## src/rtl/core/jmsp_pkg.sv

```systemverilog
// Shared types, marker codes, result kinds and the zigzag table of the JPEG marker parser.
package jmsp_pkg;

    typedef enum logic [3:0]
    {
        PH_SOI1,
        PH_SOI2,
        PH_PAIR1,
        PH_PAIR2,
        PH_LENHI,
        PH_LENLO,
        PH_BODY,
        PH_SCAN,
        PH_DEAD
    } phase_t;

    localparam logic [7:0] MK_PREFIX = 8'hFF;
    localparam logic [7:0] MK_SOI    = 8'hD8;
    localparam logic [7:0] MK_DQT    = 8'hDB;
    localparam logic [7:0] MK_SOF0   = 8'hC0;
    localparam logic [7:0] MK_DHT    = 8'hC4;
    localparam logic [7:0] MK_DRI    = 8'hDD;
    localparam logic [7:0] MK_SOS    = 8'hDA;
    localparam logic [7:0] MK_COM    = 8'hFE;
    localparam logic [3:0] MK_APP_HI = 4'hE;

    localparam logic [15:0] DRI_LENGTH = 16'd4;
    localparam logic [15:0] MIN_LENGTH = 16'd2;

    localparam logic [3:0] KIND_ERROR      = 4'd0;
    localparam logic [3:0] KIND_QUANT      = 4'd1;
    localparam logic [3:0] KIND_FRAME      = 4'd2;
    localparam logic [3:0] KIND_FRAME_COMP = 4'd3;
    localparam logic [3:0] KIND_HUFF_COUNT = 4'd4;
    localparam logic [3:0] KIND_HUFF_SYM   = 4'd5;
    localparam logic [3:0] KIND_RESTART    = 4'd6;
    localparam logic [3:0] KIND_SCAN_FIELD = 4'd7;
    localparam logic [3:0] KIND_SCAN_DATA  = 4'd8;

    // Huffman counts per table, and the last zigzag position
    localparam int unsigned HUFF_COUNTS = 16;
    localparam logic [5:0] ZZ_LAST = 6'd63;

    typedef struct packed
    {
        logic [3:0]  item_kind;
        logic [3:0]  table_class;
        logic [3:0]  table_id;
        logic [7:0]  slot;
        logic [11:0] index;
        logic [15:0] value;
        logic        segment_last;
    } result_t;

    typedef struct packed
    {
        logic    valid;
        result_t data;
    } result_msg_t;

    localparam logic [5:0] NATURAL_OF_ZZ [64] = '{
         6'd0,  6'd1,  6'd8, 6'd16,  6'd9,  6'd2,  6'd3, 6'd10,
        6'd17, 6'd24, 6'd32, 6'd25, 6'd18, 6'd11,  6'd4,  6'd5,
        6'd12, 6'd19, 6'd26, 6'd33, 6'd40, 6'd48, 6'd41, 6'd34,
        6'd27, 6'd20, 6'd13,  6'd6,  6'd7, 6'd14, 6'd21, 6'd28,
        6'd35, 6'd42, 6'd49, 6'd56, 6'd57, 6'd50, 6'd43, 6'd36,
        6'd29, 6'd22, 6'd15, 6'd23, 6'd30, 6'd37, 6'd44, 6'd51,
        6'd58, 6'd59, 6'd52, 6'd45, 6'd38, 6'd31, 6'd39, 6'd46,
        6'd53, 6'd60, 6'd61, 6'd54, 6'd47, 6'd55, 6'd62, 6'd63
    };

endpackage

```

## src/rtl/core/jmsp_byte_if.sv

```systemverilog
// Byte stream channel: one file byte and the start-of-file flag per transfer.
interface jmsp_byte_if;
    logic       valid;
    logic       ready;
    logic [7:0] data_byte;
    logic       file_start;

    modport source
    (
        output valid,
        output data_byte,
        output file_start,
        input  ready
    );

    modport sink
    (
        input  valid,
        input  data_byte,
        input  file_start,
        output ready
    );
endinterface

```

## src/rtl/core/jmsp_item_if.sv

```systemverilog
// Result channel: one parsed header field or scan byte per transfer.
interface jmsp_item_if;
    logic        valid;
    logic        ready;
    logic [3:0]  item_kind;
    logic [3:0]  table_class;
    logic [3:0]  table_id;
    logic [7:0]  slot;
    logic [11:0] index;
    logic [15:0] value;
    logic        segment_last;

    modport source
    (
        output valid,
        output item_kind,
        output table_class,
        output table_id,
        output slot,
        output index,
        output value,
        output segment_last,
        input  ready
    );

    modport sink
    (
        input  valid,
        input  item_kind,
        input  table_class,
        input  table_id,
        input  slot,
        input  index,
        input  value,
        input  segment_last,
        output ready
    );
endinterface

```

## src/rtl/core/jmsp_parser.sv

```systemverilog
// Parse state registers and the per-byte decode that yields at most one result.
module jmsp_parser
(
    input  logic                  clk,
    input  logic                  rst_n,
    input  logic                  accept,
    input  logic [7:0]            data_byte,
    input  logic                  file_start,
    output jmsp_pkg::result_msg_t result
);
    import jmsp_pkg::*;

    phase_t      phase_reg, phase_next;
    logic [7:0]  marker_reg, marker_next;
    logic [7:0]  first_reg, first_next;
    logic [15:0] seglen_reg, seglen_next;
    logic [15:0] bpos_reg, bpos_next;
    logic [7:0]  hold_reg, hold_next;
    logic [7:0]  nib_reg, nib_next;
    logic [7:0]  count_reg, count_next;
    logic [11:0] total_reg, total_next;
    logic [12:0] step_reg, step_next;
    logic [1:0]  field_reg, field_next;
    logic [8:0]  comp_reg, comp_next;

    phase_t      phase_cur;
    logic [15:0] p;
    logic [15:0] q;
    logic [15:0] r;
    logic [8:0]  n2;
    logic [16:0] bpos_inc;
    logic        last;
    logic [12:0] step_m1;
    logic [12:0] sym_n;
    logic [11:0] total_sum;
    logic [5:0]  zz;
    logic [15:0] length_now;
    logic        end_seg;
    result_msg_t res;

    always_ff @(posedge clk or negedge rst_n)
    begin
        if (!rst_n)
        begin
            phase_reg  <= PH_SOI1;
            marker_reg <= '0;
            first_reg  <= '0;
            seglen_reg <= '0;
            bpos_reg   <= '0;
            hold_reg   <= '0;
            nib_reg    <= '0;
            count_reg  <= '0;
            total_reg  <= '0;
            step_reg   <= '0;
            field_reg  <= '0;
            comp_reg   <= '0;
        end
        else if (accept)
        begin
            phase_reg  <= phase_next;
            marker_reg <= marker_next;
            first_reg  <= first_next;
            seglen_reg <= seglen_next;
            bpos_reg   <= bpos_next;
            hold_reg   <= hold_next;
            nib_reg    <= nib_next;
            count_reg  <= count_next;
            total_reg  <= total_next;
            step_reg   <= step_next;
            field_reg  <= field_next;
            comp_reg   <= comp_next;
        end
    end

    always_comb
    begin
        phase_next  = phase_reg;
        marker_next = marker_reg;
        first_next  = first_reg;
        seglen_next = seglen_reg;
        bpos_next   = bpos_reg;
        hold_next   = hold_reg;
        nib_next    = nib_reg;
        count_next  = count_reg;
        total_next  = total_reg;
        step_next   = step_reg;
        field_next  = field_reg;
        comp_next   = comp_reg;
        res         = '0;

        // a new file restarts the walk; every other field is rewritten before use
        phase_cur  = file_start ? PH_SOI1 : phase_reg;
        p          = bpos_reg - 16'd2;
        q          = p - 16'd1;
        n2         = {count_reg, 1'b0};
        r          = q - {7'd0, n2};
        bpos_inc   = {1'b0, bpos_reg} + 17'd1;
        last       = (bpos_inc >= {1'b0, seglen_reg});
        step_m1    = step_reg - 13'd1;
        sym_n      = step_reg - 13'd17;
        total_sum  = total_reg + {4'd0, data_byte};
        zz         = (nib_reg[7:4] == 4'd0) ? step_m1[5:0] : step_m1[6:1];
        length_now = {hold_reg, data_byte};
        end_seg    = 1'b0;

        res.data.table_class  = nib_reg[7:4];
        res.data.table_id     = nib_reg[3:0];
        res.data.value        = {8'd0, data_byte};
        res.data.segment_last = last;

        case (phase_cur)
            PH_SOI1:
            begin
                first_next = data_byte;
                phase_next = PH_SOI2;
            end
            PH_SOI2:
            begin
                if (first_reg != MK_PREFIX || data_byte != MK_SOI)
                begin
                    phase_next             = PH_DEAD;
                    res.valid              = 1'b1;
                    res.data               = '0;
                    res.data.item_kind     = KIND_ERROR;
                    res.data.value         = {8'd0, data_byte};
                    res.data.segment_last  = 1'b1;
                end
                else
                begin
                    phase_next = PH_PAIR1;
                end
            end
            PH_PAIR1:
            begin
                first_next = data_byte;
                phase_next = PH_PAIR2;
            end
            PH_PAIR2:
            begin
                phase_next = PH_PAIR1;
                if (first_reg == MK_PREFIX &&
                    (data_byte[7:4] == MK_APP_HI || data_byte == MK_COM ||
                     data_byte == MK_DQT || data_byte == MK_SOF0 ||
                     data_byte == MK_DHT || data_byte == MK_DRI ||
                     data_byte == MK_SOS))
                begin
                    marker_next = data_byte;
                    phase_next  = PH_LENHI;
                end
            end
            PH_LENHI:
            begin
                hold_next  = data_byte;
                phase_next = PH_LENLO;
            end
            PH_LENLO:
            begin
                seglen_next = length_now;
                bpos_next   = 16'd2;
                step_next   = '0;
                nib_next    = '0;
                count_next  = '0;
                total_next  = '0;
                hold_next   = '0;
                field_next  = '0;
                comp_next   = '0;
                if (marker_reg == MK_DRI && length_now != DRI_LENGTH)
                begin
                    phase_next             = PH_DEAD;
                    res.valid              = 1'b1;
                    res.data               = '0;
                    res.data.item_kind     = KIND_ERROR;
                    res.data.value         = length_now;
                    res.data.segment_last  = 1'b1;
                end
                else if (length_now <= MIN_LENGTH)
                begin
                    end_seg = 1'b1;
                end
                else
                begin
                    phase_next = PH_BODY;
                end
            end
            PH_BODY:
            begin
                case (marker_reg)
                    MK_DQT:
                    begin
                        if (step_reg == 13'd0)
                        begin
                            nib_next  = data_byte;
                            step_next = 13'd1;
                        end
                        else if (nib_reg[7:4] != 4'd0 && !step_m1[0])
                        begin
                            hold_next = data_byte;
                            step_next = step_reg + 13'd1;
                        end
                        else
                        begin
                            step_next = (zz == ZZ_LAST) ? 13'd0 : step_reg + 13'd1;
                            res.valid          = 1'b1;
                            res.data.item_kind = KIND_QUANT;
                            res.data.index     = {6'd0, NATURAL_OF_ZZ[zz]};
                            if (nib_reg[7:4] != 4'd0)
                            begin
                                res.data.value = length_now;
                            end
                        end
                    end
                    MK_DHT:
                    begin
                        if (step_reg == 13'd0)
                        begin
                            nib_next   = data_byte;
                            total_next = '0;
                            step_next  = 13'd1;
                        end
                        else if (step_reg <= 13'(HUFF_COUNTS))
                        begin
                            total_next = total_sum;
                            step_next  = (step_reg == 13'(HUFF_COUNTS) && total_sum == 12'd0)
                                       ? 13'd0 : step_reg + 13'd1;
                            res.valid          = 1'b1;
                            res.data.item_kind = KIND_HUFF_COUNT;
                            res.data.index     = step_m1[11:0];
                        end
                        else
                        begin
                            step_next = (sym_n + 13'd1 >= {1'b0, total_reg})
                                      ? 13'd0 : step_reg + 13'd1;
                            res.valid          = 1'b1;
                            res.data.item_kind = KIND_HUFF_SYM;
                            res.data.index     = sym_n[11:0];
                        end
                    end
                    MK_SOF0:
                    begin
                        res.data.table_class = '0;
                        res.data.table_id    = '0;
                        res.data.item_kind   = KIND_FRAME;
                        case (p)
                            16'd0:
                            begin
                                res.valid = 1'b1;
                            end
                            16'd1, 16'd3:
                            begin
                                hold_next = data_byte;
                            end
                            16'd2:
                            begin
                                res.valid      = 1'b1;
                                res.data.index = 12'd1;
                                res.data.value = length_now;
                            end
                            16'd4:
                            begin
                                res.valid      = 1'b1;
                                res.data.index = 12'd2;
                                res.data.value = length_now;
                            end
                            16'd5:
                            begin
                                count_next     = data_byte;
                                res.valid      = 1'b1;
                                res.data.index = 12'd3;
                            end
                            default:
                            begin
                                // component fields come in threes; comp saturates past 255
                                if (comp_reg < {1'b0, count_reg})
                                begin
                                    res.valid          = 1'b1;
                                    res.data.item_kind = KIND_FRAME_COMP;
                                    res.data.slot      = comp_reg[7:0];
                                    res.data.index     = {10'd0, field_reg};
                                end
                                if (field_reg == 2'd2)
                                begin
                                    field_next = 2'd0;
                                    comp_next  = comp_reg[8] ? comp_reg : comp_reg + 9'd1;
                                end
                                else
                                begin
                                    field_next = field_reg + 2'd1;
                                end
                            end
                        endcase
                    end
                    MK_SOS:
                    begin
                        res.data.item_kind   = KIND_SCAN_FIELD;
                        res.data.table_class = '0;
                        res.data.table_id    = '0;
                        if (p == 16'd0)
                        begin
                            count_next = data_byte;
                            res.valid  = 1'b1;
                        end
                        else if (q < {7'd0, n2})
                        begin
                            res.valid     = 1'b1;
                            res.data.slot = q[8:1];
                            if (!q[0])
                            begin
                                res.data.index = 12'd1;
                            end
                            else
                            begin
                                res.data.index       = 12'd2;
                                res.data.table_class = data_byte[7:4];
                                res.data.table_id    = data_byte[3:0];
                            end
                        end
                        else if (r == 16'd0)
                        begin
                            res.valid      = 1'b1;
                            res.data.index = 12'd3;
                        end
                        else if (r == 16'd1)
                        begin
                            res.valid      = 1'b1;
                            res.data.index = 12'd4;
                        end
                        else if (r == 16'd2)
                        begin
                            res.valid            = 1'b1;
                            res.data.index       = 12'd5;
                            res.data.table_class = data_byte[7:4];
                            res.data.table_id    = data_byte[3:0];
                        end
                    end
                    MK_DRI:
                    begin
                        res.data.table_class = '0;
                        res.data.table_id    = '0;
                        if (p == 16'd0)
                        begin
                            hold_next = data_byte;
                        end
                        else if (p == 16'd1)
                        begin
                            res.valid          = 1'b1;
                            res.data.item_kind = KIND_RESTART;
                            res.data.value     = length_now;
                        end
                    end
                    default:
                    begin
                        // APPn and COM bodies are skipped
                    end
                endcase
                bpos_next = bpos_inc[15:0];
                if (bpos_inc[15:0] >= seglen_reg || bpos_inc[15:0] == 16'd0)
                begin
                    end_seg = 1'b1;
                end
            end
            PH_SCAN:
            begin
                res.valid              = 1'b1;
                res.data               = '0;
                res.data.item_kind     = KIND_SCAN_DATA;
                res.data.value         = {8'd0, data_byte};
            end
            default:
            begin
                // dead parse: ignore until the next file start
            end
        endcase

        if (end_seg)
        begin
            phase_next = (marker_reg == MK_SOS) ? PH_SCAN : PH_PAIR1;
        end
    end

    assign result = res;

endmodule

```

## src/rtl/core/jmsp_out_stage.sv

```systemverilog
// Result register with a skid entry so a new byte can be taken while a result waits.
module jmsp_out_stage
(
    input  logic                  clk,
    input  logic                  rst_n,
    input  logic                  push,
    input  jmsp_pkg::result_msg_t result,
    output logic                  room,
    jmsp_item_if.source           items
);
    import jmsp_pkg::*;

    logic    main_valid_reg;
    logic    skid_valid_reg;
    result_t main_reg;
    result_t skid_reg;
    logic    pop;
    logic    fill;

    assign pop  = main_valid_reg && items.ready;
    assign fill = push && result.valid;
    assign room = !skid_valid_reg;

    always_ff @(posedge clk or negedge rst_n)
    begin
        if (!rst_n)
        begin
            main_valid_reg <= 1'b0;
            skid_valid_reg <= 1'b0;
        end
        else if (skid_valid_reg)
        begin
            if (pop)
            begin
                skid_valid_reg <= 1'b0;
            end
        end
        else if (fill)
        begin
            if (main_valid_reg && !pop)
            begin
                skid_valid_reg <= 1'b1;
            end
            else
            begin
                main_valid_reg <= 1'b1;
            end
        end
        else if (pop)
        begin
            main_valid_reg <= 1'b0;
        end
    end

    always_ff @(posedge clk)
    begin
        if (skid_valid_reg)
        begin
            if (pop)
            begin
                main_reg <= skid_reg;
            end
        end
        else if (fill)
        begin
            if (main_valid_reg && !pop)
            begin
                skid_reg <= result.data;
            end
            else
            begin
                main_reg <= result.data;
            end
        end
    end

    assign items.valid        = main_valid_reg;
    assign items.item_kind    = main_reg.item_kind;
    assign items.table_class  = main_reg.table_class;
    assign items.table_id     = main_reg.table_id;
    assign items.slot         = main_reg.slot;
    assign items.index        = main_reg.index;
    assign items.value        = main_reg.value;
    assign items.segment_last = main_reg.segment_last;

endmodule

```

## src/rtl/core/jpeg_marker_segment_parser_core.sv

```systemverilog
// Top level of the JPEG marker segment parser: byte stream in, header fields and scan data out.
//
//  channel  dir  payload                                             handshake
//  bytes    in   data_byte[7:0], file_start                          valid/ready
//  items    out  item_kind, table_class, table_id, slot, index,     valid/ready
//                value[15:0], segment_last
//
// One byte per cycle while ready is high: each transfer updates the parse state and fills
// the result register, or the skid entry if that register still waits, in the same cycle.
// Reset puts the parser in the wait-for-start-of-image phase with no results held.
// A result register plus one skid entry absorb a stall; ready drops only when both
// hold a result, and returns the cycle after the sink takes one.
module jpeg_marker_segment_parser_core
(
    input  logic       clk,
    input  logic       rst_n,
    jmsp_byte_if.sink  bytes,
    jmsp_item_if.source items
);
    import jmsp_pkg::*;

    result_msg_t result;
    logic        room;
    logic        accept;

    assign bytes.ready = room;
    assign accept      = bytes.valid && room;

    jmsp_parser u_parser
    (
        .clk        (clk),
        .rst_n      (rst_n),
        .accept     (accept),
        .data_byte  (bytes.data_byte),
        .file_start (bytes.file_start),
        .result     (result)
    );

    jmsp_out_stage u_out_stage
    (
        .clk    (clk),
        .rst_n  (rst_n),
        .push   (accept),
        .result (result),
        .room   (room),
        .items  (items)
    );

endmodule
```

## src/flat_wrapper.sv

```systemverilog
// flat-port wrapper written by rule: the top's interface ports become plain ports
module jpeg_marker_segment_parser_core_flat import jmsp_pkg::*;
  (clk, rst_n, bytes_valid, bytes_data_byte, bytes_file_start, bytes_ready, items_valid, items_item_kind, items_table_class, items_table_id, items_slot, items_index, items_value, items_segment_last, items_ready);
  jmsp_byte_if bytes_i ();
  jmsp_item_if items_i ();
  input  logic clk;
  input  logic rst_n;
  input wire logic [$bits(bytes_i.valid)-1:0] bytes_valid;
  input wire logic [$bits(bytes_i.data_byte)-1:0] bytes_data_byte;
  input wire logic [$bits(bytes_i.file_start)-1:0] bytes_file_start;
  output wire logic [$bits(bytes_i.ready)-1:0] bytes_ready;
  output wire logic [$bits(items_i.valid)-1:0] items_valid;
  output wire logic [$bits(items_i.item_kind)-1:0] items_item_kind;
  output wire logic [$bits(items_i.table_class)-1:0] items_table_class;
  output wire logic [$bits(items_i.table_id)-1:0] items_table_id;
  output wire logic [$bits(items_i.slot)-1:0] items_slot;
  output wire logic [$bits(items_i.index)-1:0] items_index;
  output wire logic [$bits(items_i.value)-1:0] items_value;
  output wire logic [$bits(items_i.segment_last)-1:0] items_segment_last;
  input wire logic [$bits(items_i.ready)-1:0] items_ready;
  assign bytes_i.valid = bytes_valid;
  assign bytes_i.data_byte = bytes_data_byte;
  assign bytes_i.file_start = bytes_file_start;
  assign bytes_ready = bytes_i.ready;
  assign items_valid = items_i.valid;
  assign items_item_kind = items_i.item_kind;
  assign items_table_class = items_i.table_class;
  assign items_table_id = items_i.table_id;
  assign items_slot = items_i.slot;
  assign items_index = items_i.index;
  assign items_value = items_i.value;
  assign items_segment_last = items_i.segment_last;
  assign items_i.ready = items_ready;
  jpeg_marker_segment_parser_core u_core (.clk(clk), .rst_n(rst_n), .bytes(bytes_i), .items(items_i));
endmodule
```

## config.mk

```make
export PLATFORM = sky130hd
export DESIGN_NAME = jpeg_marker_segment_parser_core_flat
export DESIGN_NICKNAME = d
export VERILOG_FILES = /design/src/rtl/core/jmsp_pkg.sv /design/src/rtl/core/jmsp_byte_if.sv /design/src/rtl/core/jmsp_item_if.sv /design/src/rtl/core/jmsp_parser.sv /design/src/rtl/core/jmsp_out_stage.sv /design/src/rtl/core/jpeg_marker_segment_parser_core.sv /design/src/flat_wrapper.sv
export SDC_FILE = /design/constraint.sdc
export NUM_CORES = 1
export LEC_CHECK = 0
export ABC_AREA = 1
export BUFFER_PORTS_ARGS = -buffer_cell sky130_fd_sc_hd__buf_2
export CAP_MARGIN = 15
export CORE_ASPECT_RATIO = 1.1
export CORE_MARGIN = 2
export CORE_UTILIZATION = 58
export CTS_BUF_LIST = sky130_fd_sc_hd__clkbuf_2 sky130_fd_sc_hd__clkbuf_4 sky130_fd_sc_hd__clkbuf_8
export DETAILED_ROUTE_END_ITERATION = 8
export MAX_ROUTING_LAYER = met4
export PLACE_DENSITY = 0.8
export SKIP_LAST_GASP = 1
export SLEW_MARGIN = 30
export SYNTH_ARGS = -nofsm -noshare
export SYNTH_HDL_FRONTEND = slang
export SYNTH_HIERARCHICAL = 1
export SYNTH_SLANG_ARGS = --single-unit
```

## constraint.sdc

```tcl
create_clock -name clk -period 6.05 [get_ports clk]
set_clock_uncertainty 0.15 [all_clocks]
set_input_delay 1.21 -clock clk [delete_from_list [all_inputs] [get_ports clk]]
set_output_delay 1.21 -clock clk [all_outputs]
set_load 0.02 [all_outputs]
```

==> results.toml <==
[cells_and_area]
nNetsFinal = 2008
largest_register_ffs = 49
area_growth_pct = 8.67
final_layout_size_suffix_gt1_share_pct = 11.3

[power_and_ir_drop]
power_density_nw_per_um2 = 262
pwr-share-clk_pct = 33.2
p_leak_nw = 7.30
vdd_ir_drop_max_uv = 194
swShare_pct = 32.7
netSwitchingPower_w = 0.00133
seqPwrFrac_pct = 45.1
combinationalPowerShare_pct = 21.7
total_power_w = 0.00408
power.internal_w = 0.00274

[drt]
drc = 0
viasPerCell = 5.81
ant_nets = 0
drt_pass1_iterations = 6
via_count = 13100
detail_route.wl_per_cell_um = 16.8
routed_wl_um = 37900
drt_iter0_markers = 1401

[timing]
worst-slew-pin-transition_ns = 0.819
rsz0062_at_grt = "no"
setup_viol = 0
slew_headroom_pct = 45.2
finalCriticalPeriod_ns = 5.27
slew_violations = 0
hold_ws_ns = 0.322
setup-tns-final_ns = 0
finalCritPeriodShare_pct = 87.1
max_freq_mhz = 190
finalHoldViolCount = 0

[placement]
gp_congestion = 0.966
port-buffer-count = 63
place_hpwl_um = 27800

[logic_synthesis]
ys_seq_area_share_pct = 40.5
synth_ff_type = "dfrtp_1"
synth.most_common_cell = "nand2_1"
async_reset_ff_share_pct = 53.8
synth_cell_types = 60
ys_seq_elements = 212
yosysWarnings = 6
synth-edff-count = 98
yosysTopAreaCellShare_pct = 20.6
synth_top_area_cell = "edfxtp_1"
postSynthAreaPerCell_um2 = 7.68
syn_area_um2 = 14300
synth_commonest_cells = "nand2_1, inv_1, nor2_1"
synth_area_leaders = "edfxtp_1, dfrtp_1, nand2_1, inv_1, ha_1"
syn_nets = 1948
syn_inst = 1861

[worst_setup_path]
worst-path-max-fanout = 34
slowest_stage = "dfrtp_1"
cpMostUsedCell = "nand2_1"
cp_num_buf_inv = 7
crit_start = "u_core/u_parser/bpos_reg[1]"
arrival_ns = 5.35
path_delay_family = "simple AND/OR/NAND/NOR gates"
required_ns = 6.13
path_class = "flop to flop"
cp-end-kind = "flop"
r2r_start = "u_core/u_parser/bpos_reg[1]"
max_stage_delay_ns = 0.43
start_kind = "flop"

[clock_network]
cts.sinks = 212
htreeDepth = 2
post-cts-setup-buffers = 0
cts_made_buffers = 37
ctsResizeCount = 0
root_buffer = "clkbuf_8"
clk_latency_ns = 0.55
ctsLongestPathBuffers = 3
clkTransAtPathRegs_ns = 0.06
holdBufCountCts = 0
cts_tree = "done"

[grt]
grt_pass1_wl_um = 61200
grt_pass1_vias = 12300
antenna_found_initial = 1
grtUsageTotal_pct = 29.8
grt_max_degree = 68
grt_overflow = 0

[hold_path]
hold_class = "flop to flop"
hp-start = "u_core/u_parser/marker_reg[7]"

[die]
ios = 64
row_count = 60
fp.dieH_um = 169
die_area_um2 = 25900
core_um2 = 24300
die_w_um = 154
start_util_pct = 58.8

[run_status]
status = "completed"

[flow_run]
maxCapViolCount = 0
[through the flow]
stage,setup slack [ns],cell area [um2],utilization (%),std cells
after global routing,0.273,15500,63.9,2260
after global placement,0.977,14800,60.8,2192
after CTS,0.793,15500,63.8,2259
final,0.783,15500,63.9,2260
after floorplan,0.783,14300,-,1861
after detailed placement,0.803,14800,60.8,2192
[area by class of cell]
| cell class | count | area [um2] |
|---|---|---|
| antenna | 1 | 2.50 |
| clock buffer | 50 | 619 |
| clock inverter | 17 | 130 |
| fill | 2065 | 8790 |
| inverter | 261 | 988 |
| multi-input combinational | 1338 | 7210 |
| sequential | 212 | 5800 |
| tap | 310 | 388 |
| timing repair buffer | 71 | 407 |
[layout by cell type, fill, tap and decap left out, types with 3 or more instances in the layout]
| master | count |
|---|---|
| nor3_1 | 30 |
| xor2_1 | 49 |
| ha_1 | 72 |
| nand3_1 | 122 |
| nor3_2 | 5 |
| clkinv_1 | 15 |
| nand2_1 | 469 |
| inv_1 | 241 |
| clkbuf_4 | 11 |
| inv_2 | 15 |
| nor2_1 | 148 |
| edfxtp_1 | 98 |
| o211ai_1 | 13 |
| o311ai_0 | 3 |
| a22oi_1 | 4 |
| nor2_4 | 6 |
| dfrtp_1 | 113 |
| o21a_1 | 6 |
| o21ai_1 | 19 |
| o22ai_1 | 21 |
| xnor2_1 | 7 |
| o21ai_2 | 3 |
| a31oi_1 | 7 |
| buf_4 | 6 |
| o31ai_1 | 3 |
| nor2_2 | 15 |
| o21ai_0 | 130 |
| nand4_1 | 44 |
| or2_2 | 4 |
| buf_2 | 62 |
| nand3b_1 | 5 |
| nor4_1 | 9 |
| a21oi_1 | 78 |
| nand2_2 | 33 |
| clkbuf_8 | 39 |
| a211oi_1 | 4 |
[power by group through the flow]
stage	clock [W]	combinational, W	sequential [W]
floorplan	0	0.000469	0.00203
global placement	0	0.000869	0.00186
detailed placement	0	0.000891	0.00186
CTS	0.00138	0.000892	0.00184
global route	0.00144	0.000964	0.00185
finish	0.00135	0.000886	0.00184
[kinds of logic after synthesis]
family          Yosys count  share of synthesized area (%)
compound gates          308                           12.3
xor+xnor                 57                           3.54
fa+ha+maj                74                           6.58
buf+inv                 311                           9.14
flops                   212                           40.5
simple gates            899                           27.9
[worst paths after layout]
path / slack (ns) / cells past startpoint / to
worst max register to register: 0.78 / 31 / u_core/u_out_stage/skid_reg[25]
worst max-delay path: 0.78 / 31 / u_core/u_out_stage/skid_reg[25]
worst min-delay path: 0.32 / 2 / u_core/u_parser/marker_reg[7]
worst min register to register: 0.32 / 2 / u_core/u_parser/marker_reg[7]
min in group asynchronous: 0.50 / 1 / u_core/u_parser/comp_reg[2]
max in group asynchronous: 4.10 / 2 / u_core/u_out_stage/skid_valid_reg
[layer usage]
layer	track usage, %	wire length, um
met3	4.92	3090
met4	11.0	1230
met1	39.6	16300
met2	46.5	17200
met5	-	0
[worst reg2reg max path: cells and delay by family, from the launching register on]
family,cells,cell delay (ns)
AND/OR/NAND/NOR,20,2.24
AO/OA/AOI/OAI,2,0.28
adder cells (fa/ha/maj),2,0.62
flip-flops,1,0.43
buffers and inverters,7,1.24
Power figures use the tool's default switching activity.
